--- config.mk ---
export PLATFORM = sky130hd
export DESIGN_NAME = qese_mul
export DESIGN_NICKNAME = d
export VERILOG_FILES = /design/src/qese_pkg.sv /design/src/qese_mul.sv
export SDC_FILE = /design/constraint.sdc
export NUM_CORES = 1
export LEC_CHECK = 0
export ABC_AREA = 1
export BUFFER_PORTS_ARGS = -buffer_cell sky130_fd_sc_hd__buf_2
export CAP_MARGIN = 15
export CORE_MARGIN = 1.5
export CORE_UTILIZATION = 25
export DETAILED_ROUTE_END_ITERATION = 6
export SLEW_MARGIN = 20
export SYNTH_ARGS = -nofsm -noshare
export SYNTH_HDL_FRONTEND = slang
export SYNTH_SLANG_ARGS = --single-unit
--- constraint.sdc ---
create_clock -name clk_i -period 2.9 [get_ports clk_i]
set_input_delay 0.435 -clock clk_i [delete_from_list [all_inputs] [get_ports clk_i]]
set_output_delay 0.435 -clock clk_i [all_outputs]
set_load 0.01 [all_outputs]
--- src/qese_pkg.sv ---
// Shared constants and types for the quadrature encoder speed estimator.
package qese_pkg;

  localparam int unsigned COUNTER_RANGE_DEF = 65536;
  localparam int unsigned FRAC_BITS_DEF     = 16;

  localparam int unsigned WORD_W   = 64;
  localparam int unsigned MUL_B_W  = 32;
  localparam int unsigned STEP_W   = 7;
  localparam int unsigned PPR_W    = 16;
  localparam int unsigned CNT_W    = 17;
  localparam int unsigned TWOPI_FB = 30;

  localparam logic [WORD_W-1:0] TWOPI_Q30  = 64'd6746518852;
  localparam logic [PPR_W-1:0]  PPR_MAX    = 16'd32768;
  localparam logic [PPR_W-1:0]  PPR_RESET  = 16'd2048;
  localparam logic [PPR_W-1:0]  RATE_RESET = 16'd1000;

  typedef enum logic {
    REG_PPR  = 1'b0,
    REG_RATE = 1'b1
  } reg_idx_e;

  typedef struct packed {
    logic              start;
    logic [STEP_W-1:0] steps;
  } unit_req_t;

endpackage

--- src/qese_mul.sv ---
// Bit-serial shift-and-add multiplier consuming one multiplier bit per cycle.
module qese_mul #(
  parameter int unsigned A_W = qese_pkg::WORD_W,
  parameter int unsigned B_W = qese_pkg::MUL_B_W
) (
  input  logic                clk_i,
  input  logic                rst_ni,
  input  qese_pkg::unit_req_t req_i,
  input  logic [A_W-1:0]      a_i,
  input  logic [B_W-1:0]      b_i,
  output logic                done_o,
  output logic [A_W-1:0]      prod_o
);

  logic                        busy_q, busy_d;
  logic                        done_q, done_d;
  logic [qese_pkg::STEP_W-1:0] cnt_q, cnt_d;
  logic [A_W-1:0]              acc_q, acc_d;
  logic [A_W-1:0]              a_q, a_d;
  logic [B_W-1:0]              b_q, b_d;

  always_comb begin
    busy_d = busy_q;
    done_d = 1'b0;
    cnt_d  = cnt_q;
    acc_d  = acc_q;
    a_d    = a_q;
    b_d    = b_q;
    if (req_i.start) begin
      busy_d = 1'b1;
      cnt_d  = req_i.steps;
      acc_d  = '0;
      a_d    = a_i;
      b_d    = b_i;
    end else if (busy_q) begin
      acc_d = b_q[0] ? acc_q + a_q : acc_q;
      a_d   = {a_q[A_W-2:0], 1'b0};
      b_d   = {1'b0, b_q[B_W-1:1]};
      cnt_d = cnt_q - qese_pkg::STEP_W'(1);
      if (cnt_q == qese_pkg::STEP_W'(1)) begin
        busy_d = 1'b0;
        done_d = 1'b1;
      end
    end
  end

  always_ff @(posedge clk_i or negedge rst_ni) begin
    if (!rst_ni) begin
      busy_q <= 1'b0;
      done_q <= 1'b0;
      cnt_q  <= '0;
    end else begin
      busy_q <= busy_d;
      done_q <= done_d;
      cnt_q  <= cnt_d;
    end
  end

  always_ff @(posedge clk_i) begin
    acc_q <= acc_d;
    a_q   <= a_d;
    b_q   <= b_d;
  end

  assign done_o = done_q;
  assign prod_o = acc_q;

endmodule

==> run summary <==
The worst path required time came out at between 3 and 4 ns. Setup repair after global routing left no endpoint under its margin. The mapped netlist covers between 10000 and 15000 um^2. By count the netlist is led by nand2_1, inv_1, nor2_1, edfxtp_1, nand3_1.

The post-route standard cell area excluding fillers is about 15000 um^2. In the finished design, the share of the clock period the worst path needs comes to 85.61%. The root buffer cell is clkbuf_16.

The final hold violation count came out at 0. The I/O pin count came out at approximately 170. Measured along the x axis, the die boundary spans 229.7 um. The max-capacitance violation count came out at 0.

In the final layout, the share of cells above drive strength 1 is between 10% and 20%. For this run, the leading register cell type out of synthesis is edfxtp_1. The count of vias placed by the detailed router is between 10000 and 15000.

The number of nets in the synthesized netlist is 2246. The transition time at the pin with the least slew margin is between 1 and 1.5 ns. The net switching fraction of the power is approximately two fifths.

The H-tree was split into 4 levels. In this run, synthesis inferred 96 flip-flops with an integrated enable. The largest vdd supply drop is 0.0004931 V. The iteration count of the initial detailed-routing pass is 5. The setup path with the least slack is of type reg -> reg. The number of global-route vias before repair came out at around 12000. STA classifies the critical path startpoint as a flop. The placed cell area is approximately 15000 um^2. The total track usage came out at 17.04%. The number of different library cells in the post-synthesis netlist is 38.

The routed length per placed instance came out at roughly 15 um. Counting I/O delays and the setup requirement, the final critical path takes ~2.5 ns. The count of clock tree sinks is approximately 170. The warning count from the yosys run is 0. The effective utilization at floorplan came out at 25.46%.

The standby leakage power is 8.752 nW. The number of antenna violations at the first check in global routing came out at 10. Grouping stages by cell kind, the critical path spends the most delay in simple AND/OR/NAND/NOR gates.

The clock arrives with ~0.015 ns of skew. The aggregate global routing overflow is 0. The delay contributed by the slowest stage of the critical path came out at roughly 0.45 ns.

The area fraction of the dominant cell type after synthesis came out at between 20% and 30%. The largest individual stage delay along the critical path comes from the cell fa_1. The critical path goes through ha_1 > fa_1 > nand3_1 > nand3_2 > nand2_1 > nand2_2 > nand2_1 > nand2_2 > nand2_1 > nand2_2 > nand2_1 > nand2_1 > nand2_1 > nand3_1 > nand2_1 > inv_1. Setup total negative slack on the finished layout was measured at 0 ns. The design internal power came out at around 5.0 mW. The maximum clock frequency came out at around 400 MHz. The remaining number of nets flagged by the antenna check after routing is 0. The combinational power share came out at between 30% and 40%. The switching power came out at between 3 and 4 mW. The maximum count of clock buffers along a single path came out at 2. Per report_power, the clock group accounts for between 20 and 30% of the total. The run finished with clean final reports.

The die footprint came out at roughly 53000 um^2. The largest area contributor in the netlist is nand2_1. The number of buffers and inverters on the critical path is 1. Across all hold checks on the routed design, the worst slack comes to approximately 0.15 ns. A synthesized cell averages slightly above 6 um^2. The cell count after synthesis came out at 2074. The biggest fanout along the worst timing path is 4. The number of cell rows is 82. Clock latency on the worst-skew pair, taken at its later pin, is roughly 0.50 ns.

After clock tree synthesis, the clock-pin slew on the worst setup and hold paths is 0.08 ns. Relative to the synthesized area, the layout overhead comes to 17.36%. In this run, the number of DRC markers left after iteration 0 of detailed routing was 758. The max-slew violation count is 0.

The final weighted congestion in routability-driven placement came out at between 0.9 and 1. The ratio of total power to cell area is roughly 570 nW/um^2. The area of the core came out at 50480 um^2.

The average via count per standard cell came out at approximately 4.3. The final net count is around 2400. After synthesis, flip-flops and latches occupy 34.15% of the total area. Yosys instantiated no cell more often than nand2_1. Data arrives at the worst endpoint at ~2.9 ns. In the post-synthesis netlist, the biggest area contributors are nand2_1, edfxtp_1, inv_1, dfxtp_1, nor2_1.

For this run, asynchronously set or reset flops after synthesis account for 5.325%. The worst pin sits at a relative slew slack of between 30% and 40%. The final setup violation count came out at 0. The number of buffers inserted during clock tree synthesis came out at 17. The min-delay analysis places its worst path in the category in -> reg.

In this run the vertical extent of the chip is about 230 um. The flip-flop and latch count after synthesis came out at between 150 and 200. TritonCTS built the clock tree. The largest net degree at the start of global routing is 97. The first-pass GRT wire length came out at roughly 68000 um.

The post-CTS setup buffer count came out at 0. After detailed routing, the number of remaining DRC violations is 0. The total half-perimeter wirelength after legalization and detailed placement came out at 34640 um. The routed wire length came out at 43830 um. The cell occurring most often along the worst timing path is nand2_1. The sequential power share is 36.1%. The total of buffers placed on input and output ports came out at 170.

The category of the worst setup path capture point is a flop.
layer usage:
layer | vias to the layer above | track usage, % | part of all wire [%]
li1 | 6576 | - | -
met1 | 5473 | 23.15 | 49
met2 | 353 | 25.62 | 42
met3 | 57 | 5.270 | 7.4
met4 | 12 | 5.392 | 2.2
met5 | - | 0 | 0.14
placed cells by master (no fill, tap or decap), drive strengths merged:
master,synthesis,routed
nand2,923,923
inv,390,395
nor2,240,240
buf,8,183
edfxtp,96,96
nand3,76,76
ha,65,65
dfxtp,64,64
a21oi,44,44
o21ai,40,40
xor2,28,28
clkbuf,33,17
nor3,14,14
nand4,13,13
dfrtp,9,9
clkinv,5,9
xnor2,7,7
clkinvlp,0,6
o211ai,6,6
diode,0,3
o221ai,3,3
o21bai,2,2
nor4,2,2
a21o,1,1
o311ai,1,1
a22oi,1,1
a31oi,1,1
fa,1,1
dlygate4sd3,0,1
power groups by stage:
stage / combinational (mW) / clock (mW) / sequential (mW)
after floorplan: 2.09 / 0 / 3.14
after global placement: 3.17 / 0 / 3.16
after detailed placement: 3.16 / 0 / 3.16
after CTS: 3.18 / 2.40 / 3.11
after global routing: 3.59 / 2.49 / 3.15
final: 3.17 / 2.33 / 3.11
layout make-up:
| type | instances | area [um^2] |
|---|---|---|
| diodes | 3 | 7.507 |
| clock buffers | 17 | 425.4 |
| clock inverters | 15 | 137.6 |
| fillers | 5777 | 35400 |
| inverters | 395 | 1488 |
| multi-input cells | 1468 | 6795 |
| flip-flops and latches | 169 | 4389 |
| well taps | 672 | 840.8 |
| repair buffers | 184 | 998.5 |
flip-flops by register name (all words and copies together), names as in the netlist:
register,cells
a_q,64
cnt_q,7
done_o,1
prod_o,64
b_q,32
busy_q,1
what timing repair did:
item / 4_1_cts / 5_1_grt
gates resized for setup: 0 / 0
hold endpoints to repair: 9 / 0
hold buffers: 1 / 0
metrics by stage:
step / setup WS (ns) / util [%] / total power [mW] / instances
final: 0.4172 / 29.88 / 8.603 / 2923
after global routing: 0.2370 / 29.87 / 9.232 / 2921
after global placement: 0.4511 / 28.73 / 6.328 / 2887
after detailed placement: 0.4352 / 28.73 / 6.322 / 2887
after CTS: 0.4161 / 29.86 / 8.693 / 2920
after floorplan: 0.08352 / - / 5.236 / 2074
worst min-delay path, cell delays in order:
cell,delay (ns)
buf_2,0.07
nand2_1,0.04
o221ai_1,0.05
cells by family after synthesis:
group	synth area share, %
flip-flops	34.15
AO/OA/AOI/OAI	4.177
XOR/XNOR	2.385
AND/OR/NAND/NOR	39.83
adder cells (fa/ha/maj)	6.484
buffers and inverters	12.97
path summary, 6_finish.rpt:
path | startpoint | endpoint | slack (ns) | depth (start not counted)
setup / recovery | a_q[0] | prod_o[60] | 0.42 | 16
hold / removal | req_i[6] | cnt_q[6] | 0.15 | 3
setup reg to reg | a_q[0] | prod_o[60] | 0.42 | 16
hold reg to reg | b_q[1] | b_q[0] | 0.52 | 2
max in group asynchronous | rst_ni | cnt_q[2] | 2.40 | 2
min in group asynchronous | rst_ni | cnt_q[4] | 0.31 | 2
(Power assumes the default switching activity.)
