## config.mk

```make
export PLATFORM = sky130hd
export DESIGN_NAME = qese_div
export DESIGN_NICKNAME = d
export VERILOG_FILES = /design/src/qese_pkg.sv /design/src/qese_div.sv
export SDC_FILE = /design/constraint.sdc
export NUM_CORES = 1
export LEC_CHECK = 0
export ABC_AREA = 1
export ABC_CLOCK_PERIOD_IN_PS = 6500
export CELL_PAD_IN_SITES_DETAIL_PLACEMENT = 1
export CELL_PAD_IN_SITES_GLOBAL_PLACEMENT = 1
export CORE_AREA = 5 5 184 186
export CTS_BUF_LIST = sky130_fd_sc_hd__clkbuf_4 sky130_fd_sc_hd__clkbuf_8
export CTS_CLUSTER_DIAMETER = 30
export DETAILED_ROUTE_END_ITERATION = 12
export DIE_AREA = 0 0 189 191
export DONT_BUFFER_PORTS = 1
export PLACE_DENSITY = 0.56
export SYNTH_ARGS = -nofsm -noshare
export SYNTH_HDL_FRONTEND = slang
export SYNTH_SLANG_ARGS = --single-unit
```

## constraint.sdc

```tcl
create_clock -name clk_i -period 6.5 [get_ports clk_i]
set_input_delay 1.3 -clock clk_i [delete_from_list [all_inputs] [get_ports clk_i]]
set_output_delay 1.3 -clock clk_i [all_outputs]
set_load 0.02 [all_outputs]
```

## src/qese_pkg.sv

```systemverilog
// Shared constants and types for the quadrature encoder speed estimator.
package qese_pkg;

  localparam int unsigned COUNTER_RANGE_DEF = 65536;
  localparam int unsigned FRAC_BITS_DEF     = 16;

  localparam int unsigned WORD_W   = 64;
  localparam int unsigned MUL_B_W  = 32;
  localparam int unsigned STEP_W   = 7;
  localparam int unsigned PPR_W    = 16;
  localparam int unsigned CNT_W    = 17;
  localparam int unsigned TWOPI_FB = 30;

  localparam logic [WORD_W-1:0] TWOPI_Q30  = 64'd6746518852;
  localparam logic [PPR_W-1:0]  PPR_MAX    = 16'd32768;
  localparam logic [PPR_W-1:0]  PPR_RESET  = 16'd2048;
  localparam logic [PPR_W-1:0]  RATE_RESET = 16'd1000;

  typedef enum logic {
    REG_PPR  = 1'b0,
    REG_RATE = 1'b1
  } reg_idx_e;

  typedef struct packed {
    logic              start;
    logic [STEP_W-1:0] steps;
  } unit_req_t;

endpackage

```

## src/qese_div.sv

```systemverilog
// Bit-serial restoring divider retiring one quotient bit per cycle.
module qese_div #(
  parameter int unsigned NUM_W = qese_pkg::WORD_W,
  parameter int unsigned DEN_W = 30
) (
  input  logic                clk_i,
  input  logic                rst_ni,
  input  qese_pkg::unit_req_t req_i,
  input  logic [NUM_W-1:0]    num_i,
  input  logic [DEN_W-1:0]    den_i,
  output logic                done_o,
  output logic [NUM_W-1:0]    quo_o,
  output logic [DEN_W-1:0]    rem_o
);

  logic                        busy_q, busy_d;
  logic                        done_q, done_d;
  logic [qese_pkg::STEP_W-1:0] cnt_q, cnt_d;
  logic [NUM_W-1:0]            nq_q, nq_d;
  logic [DEN_W-1:0]            rem_q, rem_d;
  logic [DEN_W-1:0]            den_q, den_d;
  logic [DEN_W:0]              part;
  logic                        ge;

  assign part = {rem_q, nq_q[NUM_W-1]};
  assign ge   = part >= {1'b0, den_q};

  always_comb begin
    busy_d = busy_q;
    done_d = 1'b0;
    cnt_d  = cnt_q;
    nq_d   = nq_q;
    rem_d  = rem_q;
    den_d  = den_q;
    if (req_i.start) begin
      busy_d = 1'b1;
      cnt_d  = req_i.steps;
      nq_d   = num_i;
      rem_d  = '0;
      den_d  = den_i;
    end else if (busy_q) begin
      nq_d  = {nq_q[NUM_W-2:0], ge};
      rem_d = ge ? DEN_W'(part - {1'b0, den_q}) : part[DEN_W-1:0];
      cnt_d = cnt_q - qese_pkg::STEP_W'(1);
      if (cnt_q == qese_pkg::STEP_W'(1)) begin
        busy_d = 1'b0;
        done_d = 1'b1;
      end
    end
  end

  always_ff @(posedge clk_i or negedge rst_ni) begin
    if (!rst_ni) begin
      busy_q <= 1'b0;
      done_q <= 1'b0;
      cnt_q  <= '0;
    end else begin
      busy_q <= busy_d;
      done_q <= done_d;
      cnt_q  <= cnt_d;
    end
  end

  always_ff @(posedge clk_i) begin
    nq_q  <= nq_d;
    rem_q <= rem_d;
    den_q <= den_d;
  end

  assign done_o = done_q;
  assign quo_o  = nq_q;
  assign rem_o  = rem_q;

endmodule

```

==> impl_metrics.py, run 1 <==
metrics = {
    "status": {
        "run_status": "completed",
    },
    "placed_design": {
        "place.gp.congestion": 0.858,
        "port_buffers": 0,
        "dp_hpwl_mm": 20.8,
        "dp_cells": 1447,
    },
    "clock_tree": {
        "cts_buffers": 17,
        "clkLatencyLatePin_ns": 0.48,
        "cts_setup_buffers": 0,
        "root_buffer": "clkbuf_8",
        "cts_htree_levels": 4,
        "clockBufferDepth": 2,
        "cts_tree": "done",
        "clock_sinks": 133,
        "holdBufCountCts": 0,
        "cts_resized": 0,
        "path_clk_slew_ns": 0.09,
    },
    "sta": {
        "rsz0062_at_grt": "false",
        "clock.fmax_mhz": 341,
        "fin_crit_ns": 2.94,
        "worstMarginPinSlew_ns": 1.02,
        "skew_ns": 0.0215,
        "period_share": 0.452,
        "slew_headroom": 0.322,
        "hold_violations": 0,
        "finalSetupViolCount": 0,
        "finalMaxSlewViolations": 0,
        "fin_tns_setup_ns": 0,
    },
    "floorplan": {
        "start_util": 0.246,
        "num_rows": 66,
        "die-area_um2": 36100,
        "boundaryPins": 199,
        "core_area_um2": 32100,
        "die_y_um": 191,
        "die_x_um": 189,
    },
    "critical_path": {
        "cp_max_fo": 27,
        "end_kind": "flip-flop",
        "crit_required_ns": 6.86,
        "cp.arrival_ns": 3.29,
        "r2r_start": "rem_o[16]$_SDFFE_PP0P_",
        "reg2reg_depth": 14,
        "cp-startpoint": "rem_o[16]$_SDFFE_PP0P_",
        "start_kind": "flip-flop",
        "r2r-end": "rem_o[18]$_SDFFE_PP0P_",
        "rrSetupSlack_ns": 3.56,
        "worstSetupPathType": "flip-flop to flip-flop",
        "endpoint": "rem_o[18]$_SDFFE_PP0P_",
    },
    "routing": {
        "vias": 6640,
        "drc_errors": 0,
        "dr.pass1.iters": 4,
        "drt_iter0_drc": 282,
        "via_per_inst": 4.49,
        "wl_per_cell_um": 18.4,
        "routed_wirelength_mm": 27.1,
        "ant_nets": 0,
    },
    "logic_synthesis": {
        "synth_area_um2": 7900,
        "async_flop_share": 0.0677,
        "synth_edf_count": 94,
        "synthesis.nets": 1200,
        "synthTopCellsByArea": "edfxtp_1, nand2_1, dfxtp_1, inv_1, ha_1",
        "ys_types": 44,
        "ys_ff_latch": 133,
        "synthCells": 1062,
        "synth_top_cell_area_share": 0.357,
        "seq_area_frac_synth": 0.462,
        "syn_avg_cell_area_um2": 7.44,
        "yosys_warnings": 0,
        "synth_area_leader_cell": "edfxtp_1",
        "synth_flop_cell": "edfxtp_1",
    },
    "grt": {
        "grt_pass1_vias": 7112,
        "antenna_found_initial": 4,
        "grt-ovfl-total": 0,
        "track_usage": 0.152,
        "gr-usage-met3": 0.0648,
        "grt_util_met2": 0.252,
        "met1_usage": 0.180,
        "grt_first_pass_wirelength_mm": 42.2,
        "grt_max_degree": 104,
        "busiest_layer": "met2",
    },
    "final_layout": {
        "n_antenna_cell": 0,
        "final_nets": 1196,
        "drive_gt1_frac": 0.0607,
        "area_growth_pct": 10.8,
        "fin_cells": 1479,
        "final.fill_count": 3913,
        "fin_util": 0.273,
    },
    "min_path": {
        "hp-class": "input pin to asynchronous set/reset pin",
    },
    "power": {
        "irDropWorstVdd_mv": 0.188,
        "p_leak_nw": 4.34,
        "power_per_cell_area_nw_per_um2": 373,
    },
    "job": {
        "maxCapViolCount": 0,
    },
}
[cell type report]
class | instances | area [um2] | share of cell area
clock buffer | 21 | 270 | 0.0309
sequential | 133 | 3650 | 0.417
tap | 408 | 510 | 0.0583
multi-input combinational | 752 | 3560 | 0.406
inverter | 149 | 559 | 0.0639
timing repair buffer | 5 | 37.5 | 0.00429
clock inverter | 11 | 175 | 0.0200
[kinds of logic (layout without fill, tap and decap cells)]
kind of cell,Yosys count,after routing,share of synthesized area
and+or+nand+nor,650,650,0.337
DFF,133,133,0.462
xor gates and xnor gates,18,18,0.0200
buffers and inverters,177,186,0.0884
AOI/OAI and AO/OA,50,50,0.0382
adders and majority gates,34,34,0.0548
[per-layer routing]
metal | part of all wire | up-vias
li1 | - | 3322
met1 | 0.42 | 3100
met2 | 0.47 | 183
met3 | 0.088 | 27
met4 | 0.014 | 8
met5 | 0.0023 | -
[where the power goes]
| part | internal, mW | total (mW) | leakage, nW | switching, mW |
|---|---|---|---|---|
| clock network | 0.444 | 0.812 | 0.221 | 0.368 |
| registers | 1.05 | 1.32 | 1.35 | 0.267 |
| logic | 0.379 | 1.14 | 2.76 | 0.758 |
| total | 1.87 | 3.27 | 4.34 | 1.39 |
[cell usage after synthesis, types with 5 or more instances]
master    number
a21oi_1       19
clkbuf_1      16
dfrtp_1        9
dfxtp_1       30
edfxtp_1      94
ha_1          33
inv_1        144
nand2_1      458
nand2_2        7
nand3_1       65
nand4_1       12
nor2_1        81
nor3_1         5
o21ai_0       11
o21bai_1       5
xnor2_1       13
xor2_1         5
[cells in the final DEF (no fill, tap or decap), types with 5 or more instances in the layout]
master and n:
nand2_1 458, inv_1 142, edfxtp_1 94, nor2_1 80, nand3_1 65, ha_1 33
dfxtp_1 30, a21oi_1 19, clkbuf_8 18, xnor2_1 13, nand4_1 12, o21ai_0 11
dfrtp_1 9, nand2_2 7, inv_2 6, o21bai_1 5, nor2_2 5, nor3_1 5
xor2_1 5, buf_4 5
[stage by stage]
| step | power, mW | setup slack, ns | instance area, um2 | hold slack (ns) |
|---|---|---|---|---|
| after detailed placement | 2.50 | 3.55 | 8310 | 0.559 |
| after global placement | 2.49 | 3.58 | 8310 | 0.542 |
| final | 3.27 | 3.56 | 8760 | 0.505 |
| after CTS | 3.35 | 3.49 | 8760 | 0.447 |
| after global routing | 3.54 | 3.24 | 8760 | 0.457 |
| after floorplan | 2.16 | 2.30 | 7900 | 0.486 |
[state kept, by name, summed over array words and instances, names as in the netlist]
name,cells
cnt_q,7
done_o,1
busy_q,1
rem_o,30
quo_o,64
den_q,30
[worst min-delay path by stage]
| stage | cells after the start | to | slack (ns) |
|---|---|---|---|
| after floorplan | 2 | done_o$_DFF_PN0_ | 0.49 |
| after global placement | 2 | cnt_q[2]$_DFFE_PN0P_ | 0.54 |
| after detailed placement | 2 | done_o$_DFF_PN0_ | 0.56 |
| after CTS | 0 | cnt_q[6]$_DFFE_PN0P_ | 0.45 |
| after global routing | 0 | cnt_q[3]$_DFFE_PN0P_ | 0.46 |
| final | 0 | cnt_q[3]$_DFFE_PN0P_ | 0.50 |
[critical path, cell delays in order, from the launching register on]
cell	delay [ns]
dfxtp_1	0.57
ha_1	0.36
nand2_1	0.20
inv_1	0.06
nand2_1	0.06
nand2_1	0.07
nand2_1	0.09
nand2_1	0.08
a21oi_2	0.14
nand3_2	0.41
buf_4	0.41
nor2_1	0.13
nor2_1	0.05
nand2_1	0.10
nand2_1	0.05
(Power assumes the default switching activity.)
==> inputs of run 2 (changes only) <==
==> config.mk (replaced) <==
export PLATFORM = sky130hd
export DESIGN_NAME = qese_div
export DESIGN_NICKNAME = d
export VERILOG_FILES = /design/src/qese_pkg.sv /design/src/qese_div.sv
export SDC_FILE = /design/constraint.sdc
export NUM_CORES = 1
export LEC_CHECK = 0
export ABC_AREA = 0
export ABC_CLOCK_PERIOD_IN_PS = 2600
export CELL_PAD_IN_SITES_DETAIL_PLACEMENT = 1
export CELL_PAD_IN_SITES_GLOBAL_PLACEMENT = 1
export CORE_AREA = 5 5 175 177
export CTS_BUF_LIST = sky130_fd_sc_hd__clkbuf_4 sky130_fd_sc_hd__clkbuf_8
export CTS_CLUSTER_DIAMETER = 30
export DETAILED_ROUTE_END_ITERATION = 12
export DIE_AREA = 0 0 180 182
export DONT_BUFFER_PORTS = 1
export PLACE_DENSITY = 0.54
export SYNTH_ARGS = -nofsm -noshare
export SYNTH_HDL_FRONTEND = slang
export SYNTH_SLANG_ARGS = --single-unit
==> constraint.sdc (replaced) <==
create_clock -name clk_i -period 2.6 [get_ports clk_i]
set_input_delay 0.52 -clock clk_i [delete_from_list [all_inputs] [get_ports clk_i]]
set_output_delay 0.52 -clock clk_i [all_outputs]
set_load 0.02 [all_outputs]
==> run 2 against run 1 <==
Compared with the run above: the run now ends with setup timing left; fmax grew 7.3%; sequential share of layout area shrank 2.2 points; hold slack lost 0.38 ns; largest power group unchanged; wire length shrank 19%; die area shrank 9.2%.
==> impl_metrics.py, run 2 <==
metrics = {
    "critical_path": {
        "rrSetupSlack_ns": -0.14,
        "worstSetupPathType": "flip-flop to flip-flop",
        "r2r-end": "rem_o[28]$_SDFFE_PP0P_",
        "crit_required_ns": 3.02,
        "cp.arrival_ns": 3.16,
        "cp_max_fo": 3,
        "r2r_start": "quo_o[63]$_DFFE_PP_",
        "reg2reg_depth": 12,
        "start_kind": "flip-flop",
        "end_kind": "flip-flop",
    },
    "grt": {
        "grt_max_degree": 143,
        "grt_first_pass_wirelength_mm": 34.8,
        "busiest_layer": "met2",
        "track_usage": 0.135,
        "grt_util_met2": 0.234,
        "grt-ovfl-total": 0,
        "grt_pass1_vias": 6219,
        "antenna_found_initial": 1,
        "gr-usage-met3": 0.0681,
        "met1_usage": 0.145,
    },
    "floorplan": {
        "die_x_um": 180,
        "die_y_um": 182,
        "start_util": 0.244,
        "boundaryPins": 199,
        "core_area_um2": 29100,
        "num_rows": 63,
        "die-area_um2": 32800,
    },
    "clock_tree": {
        "root_buffer": "clkbuf_8",
        "path_clk_slew_ns": 0.09,
        "cts_tree": "done",
        "clkLatencyLatePin_ns": 0.48,
        "cts_htree_levels": 4,
        "clockBufferDepth": 2,
        "cts_buffers": 17,
        "clock_sinks": 133,
    },
    "logic_synthesis": {
        "synth_edf_count": 94,
        "ys_ff_latch": 133,
        "syn_avg_cell_area_um2": 11.3,
        "synth_top_cell_area_share": 0.398,
        "synth_common_cells": "edfxtp_1, mux2_2, nor2_1, inv_1, a21oi_1",
        "synth_area_leader_cell": "edfxtp_1",
        "synth_most_common_cell": "edfxtp_1",
        "synthTopCellsByArea": "edfxtp_1, mux2_2, dfxtp_1, ha_1, dfrtp_1",
        "yosys_warnings": 0,
        "seq_area_frac_synth": 0.514,
        "synth_flop_cell": "edfxtp_1",
        "synthesis.nets": 768,
        "synthCells": 630,
        "synth_area_um2": 7090,
        "ys_types": 58,
        "async_flop_share": 0.0677,
    },
    "min_path": {
        "hp-class": "input pin to flip-flop",
        "hold-path-endpoint": "den_q[1]$_DFFE_PP_",
        "hold_path_depth": 0,
        "min_from": "den_i[1]",
    },
    "final_layout": {
        "n_antenna_cell": 0,
        "final.fill_count": 3197,
        "final_nets": 882,
        "layout_commonest_cell": "buf_4",
        "mostFrequentLayoutCells": "buf_4, edfxtp_1, mux2_2",
        "largest_reg_flops": 64,
        "area_growth_pct": 30.7,
        "drive_gt1_frac": 0.407,
        "multiInputGateArea_um2": 3600,
        "area.sequential_um2": 3660,
    },
    "power": {
        "power_per_cell_area_nw_per_um2": 623,
        "irDropWorstVdd_mv": 0.435,
        "p_leak_nw": 3.68,
    },
    "routing": {
        "drc_errors": 0,
        "vias": 5374,
        "routed_wirelength_mm": 22.1,
        "wl_per_cell_um": 19.3,
        "via_per_inst": 4.69,
        "drt_iter0_drc": 196,
        "ant_nets": 0,
        "dr.pass1.iters": 4,
    },
    "sta": {
        "rsz0062_at_grt": "true",
        "worstMarginPinSlew_ns": 0.820,
        "skew_ns": 0.0172,
        "clock.fmax_mhz": 365,
        "hold_violations": 0,
        "slew_headroom": 0.453,
        "fin_crit_ns": 2.74,
        "period_share": 1.05,
        "finalMaxSlewViolations": 0,
        "whs_ns": 0.125,
        "fin_ws_ns": -0.137,
        "finalSetupViolCount": 20,
    },
    "placed_design": {
        "place.gp.congestion": 0.883,
        "pre_cts_slack_ns": -0.281,
        "port_buffers": 0,
        "dp_hpwl_mm": 16.1,
    },
    "status": {
        "run_status": "finished with violations",
        "violations": "setup timing",
    },
    "job": {
        "maxCapViolCount": 0,
    },
}
## run 2: cell types whose count changed in the layout (fill, tap and decap cells not counted), moves of 9 or more
| cell | change |
|---|---|
| a21o_1 | +11 |
| nor2_1 | -30 |
| inv_1 | -115 |
| a211oi_1 | +21 |
| nand3_1 | -59 |
| ha_1 | -15 |
| nand2_1 | -427 |
| mux2_2 | +67 |
| mux2i_1 | +17 |
| ha_4 | +15 |
| buf_4 | +108 |
| a21oi_1 | +10 |
| o21ai_0 | +9 |
## run 2: cell families (layout without fill, tap and decap cells)
| kind of cell | count (synthesis) | count (layout) | share of synthesized area |
|---|---|---|---|
| compound gates | 141 | 141 | 0.131 |
| xor+xnor | 29 | 29 | 0.0358 |
| fa+ha+maj | 34 | 34 | 0.0610 |
| buf+inv | 72 | 199 | 0.0406 |
| flops | 133 | 133 | 0.514 |
| mux | 84 | 84 | 0.130 |
| simple gates | 137 | 137 | 0.0864 |
## run 2: metal layers
metal | part of all wire | wire length (um)
met4 | 0.018 | 406
met3 | 0.092 | 2030
met5 | 0.00090 | 20
met1 | 0.39 | 8600
met2 | 0.50 | 11000
## run 2: worst max-delay path: stages (launching register included)
cell	delay (ns)
edfxtp_1	0.41
inv_2	0.12
ha_4	0.13
inv_2	0.03
fa_2	0.37
a211oi_4	0.24
o21ai_2	0.10
a21oi_2	0.15
o21a_1	0.22
o211ai_1	0.17
a31oi_1	0.23
mux2_2	0.36
a31oi_1	0.15
## run 2: what timing repair did
action / 4_1_cts / 5_1_grt
gates resized for setup: 49 / 35
setup buffers: 13 / 3
hold buffers: 1 / 0
hold endpoints to repair: 9 / 0
setup endpoints to repair: 31 / 31
pin swaps: 27 / 19
## run 2: per-stage QoR
step | TNS [ns] | total power, mW | util | cell area [um2] | instances
after detailed placement | -6.55 | 4.06 | 0.288 | 8370 | 1098
final | -1.01 | 5.78 | 0.319 | 9270 | 1147
after floorplan | -0.274 | 3.57 | - | 7170 | 630
after global routing | -5.26 | 6.13 | 0.319 | 9270 | 1147
after global placement | -5.25 | 4.03 | 0.288 | 8370 | 1098
after CTS | -1.11 | 5.82 | 0.312 | 9080 | 1144
## run 2: layout make-up
cell class | count | area share
clock buffers | 17 | 0.0252
clock inverters | 15 | 0.0115
inverters | 41 | 0.0169
multi-input cells | 425 | 0.389
flip-flops and latches | 133 | 0.394
well taps | 390 | 0.0526
repair buffers | 126 | 0.111
## run 2: power breakdown
part / total, mW / leakage, nW / switching (mW) / internal, mW
clock: 1.59 / 0.166 / 0.929 / 0.657
sequential: 2.83 / 1.32 / 0.314 / 2.52
combinational: 1.36 / 2.19 / 0.673 / 0.689
total: 5.78 / 3.68 / 1.92 / 3.86
## run 2: worst max path at each step
stage / from / endpoint / slack [ns]
after floorplan: quo_o[63]$_DFFE_PP_ / rem_o[26]$_SDFFE_PP0P_ / -0.14
after global placement: den_q[25]$_DFFE_PP_ / rem_o[17]$_SDFFE_PP0P_ / -0.26
after detailed placement: den_q[25]$_DFFE_PP_ / rem_o[17]$_SDFFE_PP0P_ / -0.28
after CTS: quo_o[63]$_DFFE_PP_ / rem_o[28]$_SDFFE_PP0P_ / -0.13
after global routing: quo_o[63]$_DFFE_PP_ / rem_o[28]$_SDFFE_PP0P_ / -0.33
final: quo_o[63]$_DFFE_PP_ / rem_o[28]$_SDFFE_PP0P_ / -0.14
